--- config.mk ---
export PLATFORM = sky130hd
export DESIGN_NAME = tcw_ctrl
export DESIGN_NICKNAME = d
export VERILOG_FILES = /design/src/rtl/tcw_pkg.sv /design/src/rtl/tcw_ctrl.sv
export SDC_FILE = /design/constraint.sdc
export NUM_CORES = 1
export LEC_CHECK = 0
export ABC_AREA = 1
export BUFFER_PORTS_ARGS = -buffer_cell sky130_fd_sc_hd__buf_2
export CAP_MARGIN = 20
export CORE_AREA = 2 2 39 41
export CTS_BUF_LIST = sky130_fd_sc_hd__clkbuf_4
export DETAILED_ROUTE_END_ITERATION = 8
export DIE_AREA = 0 0 41 43
export PLACE_DENSITY = 0.74
export SETUP_SLACK_MARGIN = 0.4
export SLEW_MARGIN = 20
export SYNTH_ARGS = -nofsm -noshare
export SYNTH_HDL_FRONTEND = slang
export SYNTH_SLANG_ARGS = --single-unit
--- constraint.sdc ---
create_clock -name clock -period 2.6 [get_ports clock]
set_input_delay 0.13 -clock clock [delete_from_list [all_inputs] [get_ports clock]]
set_output_delay 0.13 -clock clock [all_outputs]
set_load 0.01 [all_outputs]
--- src/rtl/tcw_pkg.sv ---
// tcw_pkg: screen geometry, cell constants, op codes, controller states and
// the command and status bundles shared by the text console writer modules
// no dependencies
package tcw_pkg;

   localparam int COLS   = 80;
   localparam int ROWS   = 25;
   localparam int CELLS  = COLS * ROWS;
   localparam int COL_W  = 7;
   localparam int ROW_W  = 5;
   localparam int LIN_W  = 11;
   localparam int ADDR_W = $clog2(CELLS);

   localparam logic [7:0] BLANK_CHAR   = 8'h20;
   localparam logic [7:0] NEWLINE_CHAR = 8'h0A;
   localparam logic [7:0] ATTR_RESET   = 8'h0F;

   typedef enum logic [2:0] {
      OP_PUT        = 3'd0,
      OP_BACKSPACE  = 3'd1,
      OP_CLEAR      = 3'd2,
      OP_SET_CURSOR = 3'd3,
      OP_READ_CELL  = 3'd4,
      OP_NEWLINE    = 3'd5
   } op_type;

   typedef enum logic [2:0] {
      ST_INIT,
      ST_IDLE,
      ST_EXEC,
      ST_READ_WAIT,
      ST_PUT,
      ST_CLEAR,
      ST_SCROLL,
      ST_DRAIN
   } state_type;

   typedef enum logic [2:0] {
      CUR_HOLD,
      CUR_INC_COL,
      CUR_DEC_COL,
      CUR_HOME,
      CUR_SET,
      CUR_NEWLINE
   } cur_act_type;

   typedef enum logic [2:0] {
      MEM_NONE,
      MEM_PUT_CHAR,
      MEM_BLANK_PREV,
      MEM_READ_TARGET,
      MEM_INIT_FILL,
      MEM_CLEAR_FILL,
      MEM_SCROLL
   } mem_act_type;

   typedef struct packed {
      logic        load_req;
      cur_act_type cur_act;
      mem_act_type mem_act;
      logic        cnt_clr;
      logic        finish;
      logic        with_cell;
   } cmd_type;

   typedef struct packed {
      logic [2:0] op;
      logic       is_newline;
      logic       wrap_pending;
      logic       last_row;
      logic       col_zero;
      logic       cnt_last;
      logic       rsp_free;
   } status_type;

   // row * COLS + col
   function automatic logic [LIN_W-1:0] cell_index(input logic [ROW_W-1:0] row,
                                                   input logic [COL_W-1:0] col);
      logic [LIN_W-1:0] base;
      base = LIN_W'(row) * LIN_W'(COLS);
      return base + LIN_W'(col);
   endfunction

endpackage

--- src/rtl/tcw_ctrl.sv ---
// tcw_ctrl: sequencing state machine of the text console writer
// depends on tcw_pkg
module tcw_ctrl import tcw_pkg::*; (
   input  logic       clock,
   input  logic       reset,
   input  logic       req_valid,
   output logic       req_ready,
   input  status_type status,
   output cmd_type    cmd
);

   state_type state_ff, state_in;
   logic      pend_put_ff, pend_put_in;
   logic      nl_like;
   logic      wrap_put;

   // newline op or newline character; wrapping put also moves to the next line
   assign nl_like  = (status.op == OP_NEWLINE) ||
                     ((status.op == OP_PUT) && status.is_newline);
   assign wrap_put = (status.op == OP_PUT) && !status.is_newline && status.wrap_pending;

   assign req_ready = (state_ff == ST_IDLE) && status.rsp_free;

   always_ff @(posedge clock) begin
      if (reset) begin
         state_ff    <= ST_INIT;
         pend_put_ff <= 1'b0;
      end else begin
         state_ff    <= state_in;
         pend_put_ff <= pend_put_in;
      end
   end

   // next state
   always_comb begin
      state_in    = state_ff;
      pend_put_in = pend_put_ff;
      case (state_ff)
         ST_INIT: begin
            if (status.cnt_last) state_in = ST_IDLE;
         end
         ST_IDLE: begin
            if (req_valid && req_ready) state_in = ST_EXEC;
         end
         ST_EXEC: begin
            state_in = ST_IDLE;
            if (nl_like || wrap_put) begin
               if (status.last_row) begin
                  state_in    = ST_SCROLL;
                  pend_put_in = wrap_put;
               end else if (wrap_put) begin
                  state_in = ST_PUT;
               end
            end else if (status.op == OP_CLEAR) begin
               state_in = ST_CLEAR;
            end else if (status.op == OP_READ_CELL) begin
               state_in = ST_READ_WAIT;
            end
         end
         ST_READ_WAIT: state_in = ST_IDLE;
         ST_PUT:       state_in = ST_IDLE;
         ST_CLEAR: begin
            if (status.cnt_last) state_in = ST_IDLE;
         end
         ST_SCROLL: begin
            if (status.cnt_last) state_in = ST_DRAIN;
         end
         ST_DRAIN: begin
            state_in = pend_put_ff ? ST_PUT : ST_IDLE;
         end
         default: state_in = ST_INIT;
      endcase
   end

   // outputs
   always_comb begin
      cmd           = '0;
      cmd.cur_act   = CUR_HOLD;
      cmd.mem_act   = MEM_NONE;
      cmd.load_req  = req_valid && req_ready;
      case (state_ff)
         ST_INIT: begin
            cmd.mem_act = MEM_INIT_FILL;
         end
         ST_IDLE: begin
         end
         ST_EXEC: begin
            if (nl_like || wrap_put) begin
               cmd.cur_act = CUR_NEWLINE;
               cmd.cnt_clr = status.last_row;
               cmd.finish  = nl_like && !status.last_row;
            end else begin
               case (status.op)
                  OP_PUT: begin
                     cmd.mem_act = MEM_PUT_CHAR;
                     cmd.cur_act = CUR_INC_COL;
                     cmd.finish  = 1'b1;
                  end
                  OP_BACKSPACE: begin
                     if (!status.col_zero) begin
                        cmd.cur_act = CUR_DEC_COL;
                        cmd.mem_act = MEM_BLANK_PREV;
                     end
                     cmd.finish = 1'b1;
                  end
                  OP_CLEAR: begin
                     cmd.cur_act = CUR_HOME;
                     cmd.cnt_clr = 1'b1;
                  end
                  OP_SET_CURSOR: begin
                     cmd.cur_act = CUR_SET;
                     cmd.finish  = 1'b1;
                  end
                  OP_READ_CELL: begin
                     cmd.mem_act = MEM_READ_TARGET;
                  end
                  default: begin
                     cmd.finish = 1'b1;
                  end
               endcase
            end
         end
         ST_READ_WAIT: begin
            cmd.finish    = 1'b1;
            cmd.with_cell = 1'b1;
         end
         ST_PUT: begin
            cmd.mem_act = MEM_PUT_CHAR;
            cmd.cur_act = CUR_INC_COL;
            cmd.finish  = 1'b1;
         end
         ST_CLEAR: begin
            cmd.mem_act = MEM_CLEAR_FILL;
            cmd.finish  = status.cnt_last;
         end
         ST_SCROLL: begin
            cmd.mem_act = MEM_SCROLL;
         end
         ST_DRAIN: begin
            cmd.finish = !pend_put_ff;
         end
         default: begin
         end
      endcase
   end

endmodule

# --- Word level (Yosys, flattened, before mapping) ---
# Cells that the tools add are included.
totals:
  regBits: 4
  input_bits: 12
  out_inout_bits: 11
  elab_cells: 58
classes:
  eq_ne: 15
  muxes: 23
  n_reduce_logical: 18
ops:
  columns: ["op", "count"]
  rows:
  - ["2-to-1 mux 3 bit", 10]
  - ["== test 3 bit (second input constant)", 6]
  - ["one-hot mux 3 bit (6 select lines)", 1]
  - ["one-hot mux 3 bit (5 select lines)", 1]
  - ["== test 3 x 2 -> 1 bit (second input constant)", 4]
  - ["one-hot mux 3 bit (4 select lines)", 1]
  - ["one-hot mux 3 bit (3 select lines)", 1]
  - ["== test 3 x 1 -> 1 bit (second input constant)", 2]
  - ["logical AND 1 bit", 6]
  - ["logical NOT 3 bit", 2]
  - ["one-hot mux 3 bit (2 select lines)", 1]
  - ["AND reduction 3 bit", 2]
  - ["OR reduction 2 bit", 3]
  - ["2-to-1 mux 5 bit", 1]
  - ["2-to-1 mux 1 bit", 4]
  - ["2-to-1 mux 2 bit", 2]
  - ["!= test 2 bit (second input constant)", 2]
  - ["one-hot mux 1 bit (4 select lines)", 1]
  - ["logical NOT 1 bit", 3]
  - ["logical OR 1 bit", 2]
  - ["!= test 2 x 1 -> 1 bit (second input constant)", 1]

# --- Logic depth before layout (Yosys ltp) ---
# Gate-level depths: netlist of the first run.
logic_depth:
  ltp_word: 7
  ltp_mapped: 10
  ltp_nobuf: 10

# --- Worst setup path after synthesis of the first run ---
# No wires, ideal clock.
synth_path:
  kind: "register to output"
  startpoint: "reg state_ff[1]"
  endpoint: "out cmd[3] in the netlist's numbering"
  arrival_ps: 1204
  t_required_ps: 2470
  path_slack_ps: 1266
  path_stages_with_launch: 5
  cell_sequence: "dfxtp_1 -> nand2_1 -> nor2_4 -> inv_2 -> o32ai_1"
synth_rtl:
  columns: ["item", "line", "rtl"]
  rows:
  - ["from (decl)", "tcw_ctrl.sv:12", "state_type state_ff, state_in;"]
  - ["from (signal assigned)", "tcw_ctrl.sv:29", "state_ff <= state_in;"]
  - ["to (decl)", "tcw_ctrl.sv:9", "output cmd_type cmd"]

==> summary.md, run 1 <==
| Metric | Value |
|---|---|
| Seq pwr share | `22.8%` |
| Core area | `0.001384 sq mm` |
| Post-layout utilization of the core | `47.11%` |
| Worst-path maximum fanout | `8` |
| CTS tree | `built` |
| Max stage delay on crit path | `0.48 ns` |
| Worst EP arrival | `1.60 ns` |
| Hold buffer count at cts | `0` |
| Netlist cell types | `21` |
| Maximum vdd ir drop | `0.2882 mV` |
| Setup violators final | `0` |
| Place WS | `1.152 ns` |
| Status | `complete, no violations` |
| Final Max Slew Viols | `0` |
| Hold Path Class | `primary input to register` |
| NetSw | `234.3 uW` |
| Vias in the first global route | `528` |
| Gr ovfl total | `0` |
| Slowest CP cell | `dfxtp_1` |
| Max-capacitance violation count | `0` |
| Combinational share of power | `59.7%` |
| Worst path depth | `5` |
| Setup TNS Final | `0 ns` |
| Normalized max-slew margin | `72.18%` |
| Global-route usage over all layers | `15.86%` |
| Layout cell share with drive strength beyond 1 | `31.30%` |
| Antenna Nets Post-Route | `0` |
| Synth warn | `0` |
| Drc violations | `0` |
| Seq/Total Area, Yosys | `15.69%` |
| DR vias | `660` |
| Fmax | `579.6 MHz` |
| Initial core utilization | `36.89%` |
| Yosys reg bits | `4` |
| Post-CTS Setup Bufs | `0` |
| GP Congestion | `0.8158` |
| Bufs on Longest Clock Path | `2` |
| Unrepaired setup endpoints after global routing | `no` |
| Min Hold Slack | `0.07851 ns` |
| H-tree depth | `1` |
| Port bufs | `22` |
| Die Y | `43 um` |
| TritonCTS buffer count | `3` |
| First-pass GRT wire length | `1.959 mm` |
| Clk root buf | `clkbuf_4` |
| Tmin final | `1.725 ns` |
| Avg Cell Area, Syn | `5.610 sq um` |
| Critical path class | `register to output port` |
| Width of the die | `41 um` |
| # rows | `14` |
| Total chip power | `468.5 uW` |
| PwrDens | `718.6 mW/mm^2` |
| Slack of the critical path | `0.8747 ns` |
| Die ar. | `0.001763 sq mm` |
| Critical Path RT | `2.47 ns` |
| DR pass1 iterations | `4` |
| Detailed-route wire length per cell | `9.305 um` |
| Final period util | `66.36%` |
| CTS clock-pin slew for the worst setup and hold paths | `0.04 ns` |
| DP HPWL | `997.3 um` |
| Clk pwr share | `17.5%` |
| Worst Path Buf+Inv | `2` |
| Net Sw Frac | `50.01%` |
| Critical path startpoint category | `register` |
| Clk_skew | `0.008800 ns` |
| Final Routed Wirelength | `1.219 mm` |
| Synth Instances | `91` |
| Final Hold Fails | `0` |
| N_diodes | `0` |
| Crit-path leading delay family | `flip-flops` |
| Clock sink count | `4` |
| DR vias/cell | `5.038` |
| Largest net degree at the start of global routing | `10` |
| Cell count of the worst reg-to-reg path | `7` |
| Crit path cell chain | `nand2_1 -> nor2_4 -> inv_2 -> o32ai_1 -> buf_2` |
| Layout area overhead | `27.70%` |
| Setup crit end kind | `output port` |
| Worst-Margin Slew | `0.4168 ns` |
| Depth of the worst hold-timing path | `2` |
| # nets final | `129` |
| Post-Syn Area | `510.5 sq um` |
| # IOs | `23` |
| Net count after synthesis | `103` |
| Clock Latency Late Sink | `0.24 ns` |
| Initial DRC count | `14` |
| Post_cts resized | `0` |
| Cell Int Power | `234.2 uW` |
| Leak | `0.0003770 uW` |
| Antenna violations before repair | `0` |
-- layout make-up --
type                    count  area, sq um
repair buffers             22        110.1
flip-flops and latches      4        80.08
multi-input cells          69        354.1
fillers                   155        732.0
well taps                  16        20.02
inverters                  17        65.06
clock buffers               3        22.52
-- cell usage after synthesis --
cell type	number	area share, %
nand2_1	24	18
inv_1	14	10
nor2_1	14	10
nand3_1	8	7.8
dfxtp_1	4	16
o21ai_0	4	3.9
a21oi_1	3	2.9
a31oi_1	3	3.7
inv_2	2	1.5
nand2_2	2	2.5
nand4_1	2	2.5
nor2_4	2	4.4
a21oi_2	1	1.7
buf_6	1	2.2
clkinv_2	1	0.98
nand3_2	1	2.0
nor3b_1	1	1.5
nor3b_4	1	3.7
o211ai_1	1	1.5
o21ai_2	1	1.7
o32ai_1	1	1.7
-- flip-flops by register name, indices dropped and copies added (netlist names) --
signal and count:
pend_put_ff 1, state_ff 3
-- metal layers --
layer,vias up,global-route usage (%),routed length [um]
met2,28,25.94,616
met3,4,0.5236,66
met4,0,10.00,20
li1,342,-,-
met1,286,18.97,515
met5,-,0,0
-- cells in the final DEF, fill, tap and decap left out, drive strengths merged --
master | Yosys | final
inv | 16 | 16
nand2 | 26 | 26
o21ai | 5 | 5
a31oi | 3 | 3
nand4 | 2 | 2
nor2 | 16 | 16
buf | 1 | 22
dfxtp | 4 | 4
nand3 | 9 | 9
o32ai | 1 | 1
o211ai | 1 | 1
clkinv | 1 | 1
a21oi | 4 | 4
clkbuf | 0 | 3
nor3b | 2 | 2
-- power groups by stage --
| stage | logic [uW] | registers, uW | clock network [uW] |
|---|---|---|---|
| final | 280 | 107 | 81.9 |
| after global routing | 321 | 111 | 83.2 |
| after CTS | 282 | 107 | 82.5 |
| after detailed placement | 281 | 108 | 0 |
| after global placement | 280 | 108 | 0 |
| after floorplan | 214 | 99.8 | 0 |
-- final timing paths --
path / startpoint / slack [ns] / to
min reg2reg: state_ff[0]$_SDFFE_PP0P_ / 0.54 / state_ff[0]$_SDFFE_PP0P_
min: reset / 0.08 / state_ff[2]$_SDFFE_PP0P_
max: state_ff[1]$_SDFFE_PP0P_ / 0.87 / cmd[3]
max reg2reg: state_ff[2]$_SDFFE_PP0P_ / 1.22 / state_ff[0]$_SDFFE_PP0P_
-- kinds of logic after synthesis --
group                  count (synthesis)  share of synthesized area, %
AO/OA/AOI/OAI                         14                         17.16
buffers and inverters                 18                         14.95
flip-flops                             4                         15.69
AND/OR/NAND/NOR                       55                         52.21
-- per-stage QoR --
stage / instance area, sq um / std cells
floorplan: 510.5 / 91
global placement: 629.4 / 128
detailed placement: 629.4 / 128
CTS: 651.9 / 131
global route: 651.9 / 131
finish: 651.9 / 131
No activity file was read; power rests on OpenSTA's default activity.
==> run 2: changes to the inputs <==
==> constraint.sdc (replaced) <==
create_clock -name clock -period 1.8 [get_ports clock]
set_input_delay 0.09 -clock clock [delete_from_list [all_inputs] [get_ports clock]]
set_output_delay 0.09 -clock clock [all_outputs]
set_load 0.01 [all_outputs]
==> run 2 against run 1 <==
Net effect:
- core utilization grew 6.1 points
- combinational power is 90% higher
- die area unchanged
- cell count increased by 4.6%
- cell area is 13% higher
- non-clock buffer count grew 6
- critical endpoint unchanged
- largest power group unchanged
==> summary.md, run 2 (synthesis results as in run 1) <==
| Metric | Value |
|---|---|
| First-pass GRT wire length | `2.242 mm` |
| Place WS | `0.3637 ns` |
| Clock sink count | `4` |
| # rows | `14` |
| Antenna Nets Post-Route | `0` |
| Placed cell area | `629.4 sq um` |
| Slack of the critical path | `0.3376 ns` |
| Final period util | `81.24%` |
| Hold Path Class | `primary input to register` |
| Detailed-route wire length per cell | `11.17 um` |
| PwrDens | `1123 mW/mm^2` |
| Unrepaired setup endpoints after global routing | `yes` |
| Clk root buf | `clkbuf_4` |
| # IOs | `23` |
| Core area | `0.001384 sq mm` |
| Setup TNS Final | `0 ns` |
| N_diodes | `0` |
| Max FFs per register | `3` |
| Crit path cell chain | `inv_4 -> nand2_4 -> nor2_4 -> inv_2 -> o32ai_2 -> buf_2` |
| Max stage delay on crit path | `0.36 ns` |
| Drc violations | `0` |
| Gr ovfl total | `0` |
| Hold buffer count at cts | `0` |
| Setup crit end kind | `output port` |
| Normalized max-slew margin | `83.59%` |
| Filler cells | `155` |
| Fmax | `683.8 MHz` |
| Layout area overhead | `44.12%` |
| DR vias | `689` |
| CTS clock-pin slew for the worst setup and hold paths | `0.04 ns` |
| Tmin final | `1.462 ns` |
| Leak | `0.0004172 uW` |
| FF/Latch Area | `91.34 sq um` |
| Final Max Slew Viols | `0` |
| Final Routed Wirelength | `1.530 mm` |
| Final Hold Fails | `0` |
| Antenna violations before repair | `0` |
| Final Cell Area | `735.7 sq um` |
| DR pass1 iterations | `4` |
| Critical path startpoint category | `register` |
| Status | `complete, no violations` |
| Worst Path Buf+Inv | `3` |
| Initial DRC count | `6` |
| Layout cell share with drive strength beyond 1 | `41.32%` |
| Largest net degree at the start of global routing | `10` |
| Multi-input combinational cell area | `375.4 sq um` |
| H-tree depth | `1` |
| Width of the die | `41 um` |
| TritonCTS buffer count | `3` |
| Global-route usage over all layers | `18.37%` |
| Most frequent cells in the layout | `nand2_1 (23), buf_2 (22), nor2_1 (13), inv_1 (13), nand3_1 (8)` |
| Worst-Margin Slew | `0.2455 ns` |
| Die Y | `43 um` |
| Uppermost layer routed | `met4` |
| Die ar. | `0.001763 sq mm` |
| Vias in the first global route | `593` |
| Worst-path maximum fanout | `6` |
| Critical path class | `register to output port` |
| Max-capacitance violation count | `0` |
| GP Congestion | `0.8190` |
| # nets final | `135` |
| Clock Latency Late Sink | `0.24 ns` |
| Worst EP arrival | `1.37 ns` |
| CTS tree | `built` |
| Maximum vdd ir drop | `0.4419 mV` |
| Crit-path leading delay family | `flip-flops` |
| DR vias/cell | `5.029` |
| Met3 routed WL | `79 um` |
| M1 WL | `555 um` |
| DP HPWL | `1.090 mm` |
| Biggest register | `state_ff` |
| Bufs on Longest Clock Path | `2` |
| Port bufs | `22` |
| Leading cell type in the layout, fill and taps excluded | `nand2_1` |
| Slowest CP cell | `dfxtp_4` |
| Met2 Wirelength | `855 um` |
| Top Registers | `state_ff x3, pend_put_ff x1` |
| Setup violators final | `0` |
| Initial core utilization | `36.89%` |
| Critical Path RT | `1.71 ns` |
| Clk_skew | `0.004761 ns` |
[run 2: cell count changes in the layout (fill, tap and decap cells not counted), sizes merged]
cell / previous run / this run
buf: 22 / 28
[run 2: routing by layer]
metal | up-vias | global-route usage [%]
met2 | 22 | 32.50
met1 | 310 | 19.61
met5 | - | 0
li1 | 353 | -
met3 | 4 | 3.141
met4 | 0 | 8.000
[run 2: per-stage QoR]
stage                     utilization [%]  power, uW  hold slack [ns]  instances
after floorplan                         -      453.6           0.1591         91
after global placement              45.48      559.4           0.2969        128
after detailed placement            45.48      568.6           0.2997        128
after CTS                           48.55      722.8          0.04183        132
after global routing                53.16      898.0          0.04174        137
final                               53.16      825.9          0.03840        137
[run 2: repair_timing]
action	4_1_cts	5_1_grt
pin swaps	1	2
gates resized for setup	7	8
buffers inserted	1	5
endpoints found under the setup margin	6	4
[run 2: final timing paths]
kind | cells after the start | slack [ns] | from | endpoint
setup / recovery | 6 | 0.34 | state_ff[0]$_SDFFE_PP0P_ | cmd[3]
hold / removal | 2 | 0.04 | reset | state_ff[2]$_SDFFE_PP0P_
setup reg to reg | 9 | 0.56 | state_ff[0]$_SDFFE_PP0P_ | state_ff[2]$_SDFFE_PP0P_
hold reg to reg | 2 | 0.52 | state_ff[0]$_SDFFE_PP0P_ | state_ff[0]$_SDFFE_PP0P_
[run 2: power breakdown]
group / switching [uW] / total, uW / leakage [uW] / internal [uW]
sequential: 54.2 / 178 / 0.0000348 / 124
clock: 42.0 / 117 / 0.0000138 / 74.9
combinational: 299 / 531 / 0.000369 / 232
total: 395 / 826 / 0.000417 / 431
[run 2: cell type report]
type                       instances  share of cell area (%)
timing repair buffer              28                   21.60
sequential                         4                   12.41
multi-input combinational         69                   51.02
tap                               16                   2.721
inverter                          17                   9.184
clock buffer                       3                   3.061
